==> config.mk <==
export PLATFORM = sky130hd
export DESIGN_NAME = lru_replacement_policy_core
export DESIGN_NICKNAME = d
export VERILOG_FILES = /design/src/design/lrurp_pkg.sv /design/src/design/lrurp_order_mem.sv /design/src/design/lru_replacement_policy_core.sv
export SDC_FILE = /design/constraint.sdc
export NUM_CORES = 1
export LEC_CHECK = 0
export ABC_AREA = 1
export BUFFER_PORTS_ARGS = -buffer_cell sky130_fd_sc_hd__buf_2
export CORE_AREA = 2 2 113 142
export DETAILED_ROUTE_END_ITERATION = 12
export DIE_AREA = 0 0 115 144
export GPL_ROUTABILITY_DRIVEN = 0
export GPL_TIMING_DRIVEN = 0
export PLACE_DENSITY = 0.52
export SYNTH_ARGS = -nofsm -noshare
export SYNTH_HDL_FRONTEND = slang
export SYNTH_SLANG_ARGS = --single-unit
==> constraint.sdc <==
create_clock -name i_clk -period 5.05 [get_ports i_clk]
set_input_delay 0.2525 -clock i_clk [delete_from_list [all_inputs] [get_ports i_clk]]
set_output_delay 0.2525 -clock i_clk [all_outputs]
set_load 0.005 [all_outputs]
==> src/design/lrurp_pkg.sv <==
package lrurp_pkg;

    localparam int NUM_BLOCKS_DEF = 16;

    typedef enum logic [1:0] {
        CMD_REPLACE    = 2'd0,
        CMD_ACCESS     = 2'd1,
        CMD_INVALIDATE = 2'd2
    } t_command;

    typedef struct packed {
        t_command   command;
        logic [3:0] block_index;
    } t_in_item;

    typedef struct packed {
        logic [3:0] victim_index;
        logic       victim_was_free;
    } t_out_item;

endpackage

==> src/design/lrurp_order_mem.sv <==
module lrurp_order_mem #(
    parameter int DEPTH = lrurp_pkg::NUM_BLOCKS_DEF,
    parameter int IW    = (DEPTH > 1) ? $clog2(DEPTH) : 1
) (
    input  logic          i_clk,
    input  logic          i_we,
    input  logic [IW-1:0] i_waddr,
    input  logic [IW-1:0] i_wdata,
    input  logic [IW-1:0] i_raddr,
    output logic [IW-1:0] o_rdata
);

    logic [IW-1:0] r_mem [DEPTH];
    logic [IW-1:0] r_rdata;

    always_ff @(posedge i_clk) begin
        if (i_we) begin
            r_mem[i_waddr] <= i_wdata;
        end
        r_rdata <= r_mem[i_raddr];
    end

    assign o_rdata = r_rdata;

endmodule

==> src/design/lru_replacement_policy_core.sv <==
// replace takes the lowest free block by stepping through the valid marks; if all are valid
// it evicts order[0] and moves it to the tail. access of a valid block moves it to the tail.
// invalidate, ignored commands and accesses of invalid blocks finish from idle. the order
// memory is walked one entry per cycle. one item at a time: busy is high until the result strobe.
// result is shown for one cycle with o_done; the receiver cannot stall.
// synchronous active-low reset clears valid marks and order length; the order memory is not cleared
module lru_replacement_policy_core #(
    parameter int NUM_BLOCKS = lrurp_pkg::NUM_BLOCKS_DEF
) (
    input  logic                i_clk,
    input  logic                i_rst_n,
    input  logic                start,
    output logic                busy,
    input  lrurp_pkg::t_in_item i_item,
    output logic                o_done,
    output lrurp_pkg::t_out_item o_result
);

    localparam int IW = (NUM_BLOCKS > 1) ? $clog2(NUM_BLOCKS) : 1;
    localparam int LW = $clog2(NUM_BLOCKS + 1);
    localparam int SW = LW + 1;

    typedef enum logic [2:0] {
        S_IDLE,
        S_FREE,
        S_SCAN,
        S_PREP,
        S_SHIFT
    } t_state;

    t_state                r_state;
    logic [NUM_BLOCKS-1:0] r_valid;
    logic [LW-1:0]         r_len;
    logic [IW-1:0]         r_ptr;
    logic [IW-1:0]         r_blk;
    logic                  r_done;
    logic [3:0]            r_victim;
    logic                  r_free;

    logic                  mem_we;
    logic [IW-1:0]         mem_waddr;
    logic [IW-1:0]         mem_wdata;
    logic [IW-1:0]         mem_raddr;
    logic [IW-1:0]         mem_rdata;

    logic                  ptr1_in;
    logic                  ptr2_in;
    logic                  blk_ok;
    logic [IW-1:0]         in_blk;

    // order positions ptr+1 and ptr+2 still inside the list
    assign ptr1_in = (SW'(r_ptr) + SW'(1)) < SW'(r_len);
    assign ptr2_in = (SW'(r_ptr) + SW'(2)) < SW'(r_len);
    assign blk_ok  = 32'(i_item.block_index) < NUM_BLOCKS;
    assign in_blk  = IW'(i_item.block_index);

    lrurp_order_mem #(
        .DEPTH (NUM_BLOCKS),
        .IW    (IW)
    ) u_order (
        .i_clk   (i_clk),
        .i_we    (mem_we),
        .i_waddr (mem_waddr),
        .i_wdata (mem_wdata),
        .i_raddr (mem_raddr),
        .o_rdata (mem_rdata)
    );

    always_comb begin
        mem_we    = 1'b0;
        mem_waddr = r_ptr;
        mem_wdata = r_blk;
        mem_raddr = '0;
        case (r_state)
            S_FREE: begin
                mem_waddr = IW'(r_len);
                mem_wdata = r_ptr;
                mem_we    = !r_valid[r_ptr];
            end
            S_SCAN: begin
                if (ptr1_in) begin
                    mem_raddr = IW'(SW'(r_ptr) + SW'(1));
                end
            end
            S_PREP: begin
                if (ptr1_in) begin
                    mem_raddr = IW'(SW'(r_ptr) + SW'(1));
                end
            end
            S_SHIFT: begin
                // pull the next entry down, or drop the moved block into the tail slot
                mem_we    = 1'b1;
                mem_wdata = ptr1_in ? mem_rdata : r_blk;
                if (ptr2_in) begin
                    mem_raddr = IW'(SW'(r_ptr) + SW'(2));
                end
            end
            default: begin
                mem_raddr = '0;
            end
        endcase
    end

    always_ff @(posedge i_clk) begin
        if (!i_rst_n) begin
            r_state  <= S_IDLE;
            r_valid  <= '0;
            r_len    <= '0;
            r_done   <= 1'b0;
            r_ptr    <= '0;
            r_blk    <= '0;
            r_victim <= '0;
            r_free   <= 1'b0;
        end else begin
            r_done <= 1'b0;
            case (r_state)
                S_IDLE: begin
                    if (start) begin
                        r_ptr    <= '0;
                        r_victim <= '0;
                        r_free   <= 1'b0;
                        case (i_item.command)
                            lrurp_pkg::CMD_REPLACE: begin
                                r_state <= S_FREE;
                            end
                            lrurp_pkg::CMD_ACCESS: begin
                                if (blk_ok && r_valid[in_blk]) begin
                                    r_blk   <= in_blk;
                                    r_state <= S_SCAN;
                                end else begin
                                    r_done <= 1'b1;
                                end
                            end
                            lrurp_pkg::CMD_INVALIDATE: begin
                                r_valid <= '0;
                                r_len   <= '0;
                                r_done  <= 1'b1;
                            end
                            default: begin
                                r_done <= 1'b1;
                            end
                        endcase
                    end
                end
                S_FREE: begin
                    if (!r_valid[r_ptr]) begin
                        r_valid[r_ptr] <= 1'b1;
                        r_len          <= r_len + LW'(1);
                        r_victim       <= 4'(r_ptr);
                        r_free         <= 1'b1;
                        r_done         <= 1'b1;
                        r_state        <= S_IDLE;
                    end else if (32'(r_ptr) == NUM_BLOCKS - 1) begin
                        // all valid: the read port has held order[0] throughout
                        if (r_len != '0) begin
                            r_blk    <= mem_rdata;
                            r_victim <= 4'(mem_rdata);
                            r_ptr    <= '0;
                            r_state  <= S_PREP;
                        end else begin
                            r_done  <= 1'b1;
                            r_state <= S_IDLE;
                        end
                    end else begin
                        r_ptr <= r_ptr + IW'(1);
                    end
                end
                S_SCAN: begin
                    if (mem_rdata == r_blk) begin
                        r_state <= S_PREP;
                    end else if (!ptr1_in) begin
                        r_done  <= 1'b1;
                        r_state <= S_IDLE;
                    end else begin
                        r_ptr <= r_ptr + IW'(1);
                    end
                end
                S_PREP: begin
                    r_state <= S_SHIFT;
                end
                S_SHIFT: begin
                    if (ptr1_in) begin
                        r_ptr <= r_ptr + IW'(1);
                    end else begin
                        r_done  <= 1'b1;
                        r_state <= S_IDLE;
                    end
                end
                default: begin
                    r_state <= S_IDLE;
                end
            endcase
        end
    end

    assign busy                     = (r_state != S_IDLE);
    assign o_done                   = r_done;
    assign o_result.victim_index    = r_victim;
    assign o_result.victim_was_free = r_free;

endmodule

==> impl_metrics.env <==
export IMPL_reg2reg_slack_ns=1.61
export IMPL_period_share=0.682
export IMPL_die_x_um=115
export IMPL_final_area_um2=6680
export IMPL_min_path_type="in2reg"
export IMPL_post_cts_buffers=0
export IMPL_cts_tree="yes"
export IMPL_syn_area_um2=6000
export IMPL_io_pins=16
export IMPL_drt_wl_total_mm=16.5
export IMPL_cts_sinks=106
export IMPL_wl_per_cell_um=16.5
export IMPL_swShare=0.290
export IMPL_dieHeight_um=144
export IMPL_worst_path_max_fanout=16
export IMPL_critPathCaptureType="register"
export IMPL_regToRegEndpoint="u_order.r_mem[9][2]$_DFFE_PP_"
export IMPL_path_class="reg2reg"
export IMPL_synth_top_area_share=0.320
export IMPL_rows=51
export IMPL_ys_warn_count=0
export IMPL_cts_max_level=3
export IMPL_synthTopCellsByArea="edfxtp_1 (32%), nand2_1 (15%), dfxtp_1 (14%)"
export IMPL_num_antenna_cells=0
export IMPL_place_area_um2=6330
export IMPL_grt_pass1_vias=5132
export IMPL_dominantRegCellSynth="edfxtp_1"
export IMPL_postCtsResizedCells=0
export IMPL_clock_root_buffer="clkbuf_16"
export IMPL_ctsHoldBuffers=0
export IMPL_clock_power_share=0.369
export IMPL_r2r_start="r_ptr[1]$_SDFFE_PN0P_"
export IMPL_drive_above_1_share=0.122
export IMPL_whs_path_depth=3
export IMPL_seq_area_frac_synth=0.460
export IMPL_avgViaCountPerCell=5.20
export IMPL_grt_max_degree=20
export IMPL_yosys_area_top_type="edfxtp_1"
export IMPL_p_int_mw=1.51
export IMPL_rr_worst_depth=12
export IMPL_synth_nets=804
export IMPL_power_leakage_nw=2.82
export IMPL_grt_pass1_wl_mm=26.4
export IMPL_clk_pin_slew_ns=0.08
export IMPL_cp_start_kind="register"
export IMPL_arrival_ns=3.47
export IMPL_min_to="r_ptr[1]$_SDFFE_PN0P_"
export IMPL_placed_cells=980
export IMPL_port_buffers=14
export IMPL_comb_power_share=0.178
export IMPL_cts_buffers=9
export IMPL_ys_ff_latch=106
export IMPL_slew_viol_final=0
export IMPL_drt_iter0_drc=298
export IMPL_drv_cap=0
export IMPL_core_area_um2=15300
export IMPL_hold_ws_ns=0.176
export IMPL_via_count=5189
export IMPL_syn_area_per_cell_um2=7.69
export IMPL_final_hold_viol_count=0
export IMPL_hp_start="i_rst_n"
export IMPL_postSynthCellCount=780
export IMPL_synth_cell_type_count=35
export IMPL_hpwl_mm=12.5
export IMPL_skew_ns=0.0120
export IMPL_grt_use_total=0.210
export IMPL_initial_core_util=0.392
export IMPL_worstPathRequired_ns=5.08
export IMPL_final_cell_mix="nand2_1 (233), nand3_1 (98), inv_1 (73)"
export IMPL_final_common_cell="nand2_1"
export IMPL_outcome="complete, no violations"
export IMPL_p_sw_uw=618
export IMPL_synthArstFlopShare=0
export IMPL_rsz0062_at_grt="no"
export IMPL_antenna_found_initial=0
export IMPL_seqPwrFrac=0.453
export IMPL_fin_setup_tns_ns=0
export IMPL_layout_min_cycle_time_ns=3.44
export IMPL_drcViolationCount=0
export IMPL_worst_slew_pin_slew_ns=0.920
export IMPL_postRouteAntennaNets=0
export IMPL_grt_overflow=0
export IMPL_maxSlewHeadroom=0.387
export IMPL_stdcell_count=997
export IMPL_setup_viol=0
export IMPL_dieArea_um2=16600
export IMPL_powerDensity_nw_per_um2=319
export IMPL_synth_edf_count=64
export IMPL_dr_pass1_iters=7
export IMPL_nets=831
export IMPL_vdd_drop_max_uv=161
export IMPL_synthToLayoutAreaGrowth_pct=11.3
export IMPL_clk_latency_ns=0.36
export IMPL_cts_buffer_depth=2
export IMPL_max_freq_mhz=290
[worst max-delay path by stage]
stage	depth (start not counted)	start	slack, ns	endpoint
floorplan	12	r_ptr[1]$_SDFFE_PN0P_	2.39	u_order.r_mem[0][2]$_DFFE_PP_
global placement	12	r_ptr[1]$_SDFFE_PN0P_	0.96	u_order.r_mem[10][0]$_DFFE_PP_
detailed placement	12	r_ptr[1]$_SDFFE_PN0P_	1.17	u_order.r_mem[11][3]$_DFFE_PP_
CTS	12	r_ptr[1]$_SDFFE_PN0P_	1.13	u_order.r_mem[11][3]$_DFFE_PP_
global route	13	r_ptr[1]$_SDFFE_PN0P_	1.33	u_order.r_mem[9][3]$_DFFE_PP_
finish	12	r_ptr[1]$_SDFFE_PN0P_	1.61	u_order.r_mem[9][2]$_DFFE_PP_
[cell usage after synthesis, types with 2 or more instances]
cell        n
nand2_1   233
nor2_2      3
nand2_2    14
edfxtp_1   64
dfxtp_1    42
nor2_1     66
nand3_2     4
buf_2      14
nand3_1    98
buf_6       5
nand4_1    24
ha_1       15
xor2_1      2
a21oi_1    50
buf_4       6
inv_2      11
clkbuf_1    9
o21ai_0    16
xnor2_1     6
o21ai_1     8
inv_1      73
o221ai_1    4
[layer usage]
metal / vias to the layer above / track usage / routed length (um)
li1: 2622 / - / -
met1: 2393 / 0.235 / 6720
met2: 129 / 0.388 / 8650
met3: 45 / 0.0247 / 449
met4: 0 / 0.110 / 652
met5: - / 0 / 0
[logic make-up after synthesis]
group | after synthesis | synth area share
buffers and inverters | 118 | 0.0868
XOR/XNOR | 8 | 0.0117
flip-flops | 106 | 0.460
AND/OR/NAND/NOR | 450 | 0.335
AO/OA/AOI/OAI | 83 | 0.0747
adder cells (fa/ha/maj) | 15 | 0.0313
[registers in the layout, indices dropped and copies added, names as in the netlist]
name	count
u_order.r_mem	64
r_valid	16
r_len	5
r_blk	4
r_ptr	4
r_victim	4
u_order.o_rdata	4
r_state	3
o_done	1
r_free	1
[power groups by stage]
stage	sequential, mW	combinational (mW)	clock [mW]
after CTS	0.964	0.379	0.804
after global placement	0.985	0.370	0
after detailed placement	0.984	0.377	0
after floorplan	0.980	0.268	0
after global routing	0.967	0.429	0.832
final	0.964	0.378	0.786
[critical path, stage by stage, from the launching register on]
cell and delay [ns]:
dfxtp_1 0.56, ha_1 0.37, xnor2_1 0.18, inv_1 0.11, ha_1 0.28, nand2_1 0.04
nor2_1 0.09, nand2_1 0.11, nand2_1 0.18, inv_1 0.11, nand2_1 0.16, nand2_1 0.16
o221ai_2 0.74
[metrics by stage]
stage,total power [mW],util,setup slack [ns]
after detailed placement,1.36,0.413,1.17
after global routing,2.23,0.436,1.33
after global placement,1.35,0.411,0.956
after CTS,2.15,0.435,1.13
final,2.13,0.436,1.61
after floorplan,1.25,-,2.39
[area by class of cell]
class | instances | area, um2
timing repair buffer | 16 | 88.8
clock buffer | 9 | 225
buffer | 34 | 205
multi-input combinational | 556 | 2740
sequential | 106 | 2760
tap | 185 | 231
fill | 1549 | 8640
inverter | 84 | 315
clock inverter | 7 | 113
Note: power is estimated with default switching activity, not from simulation.
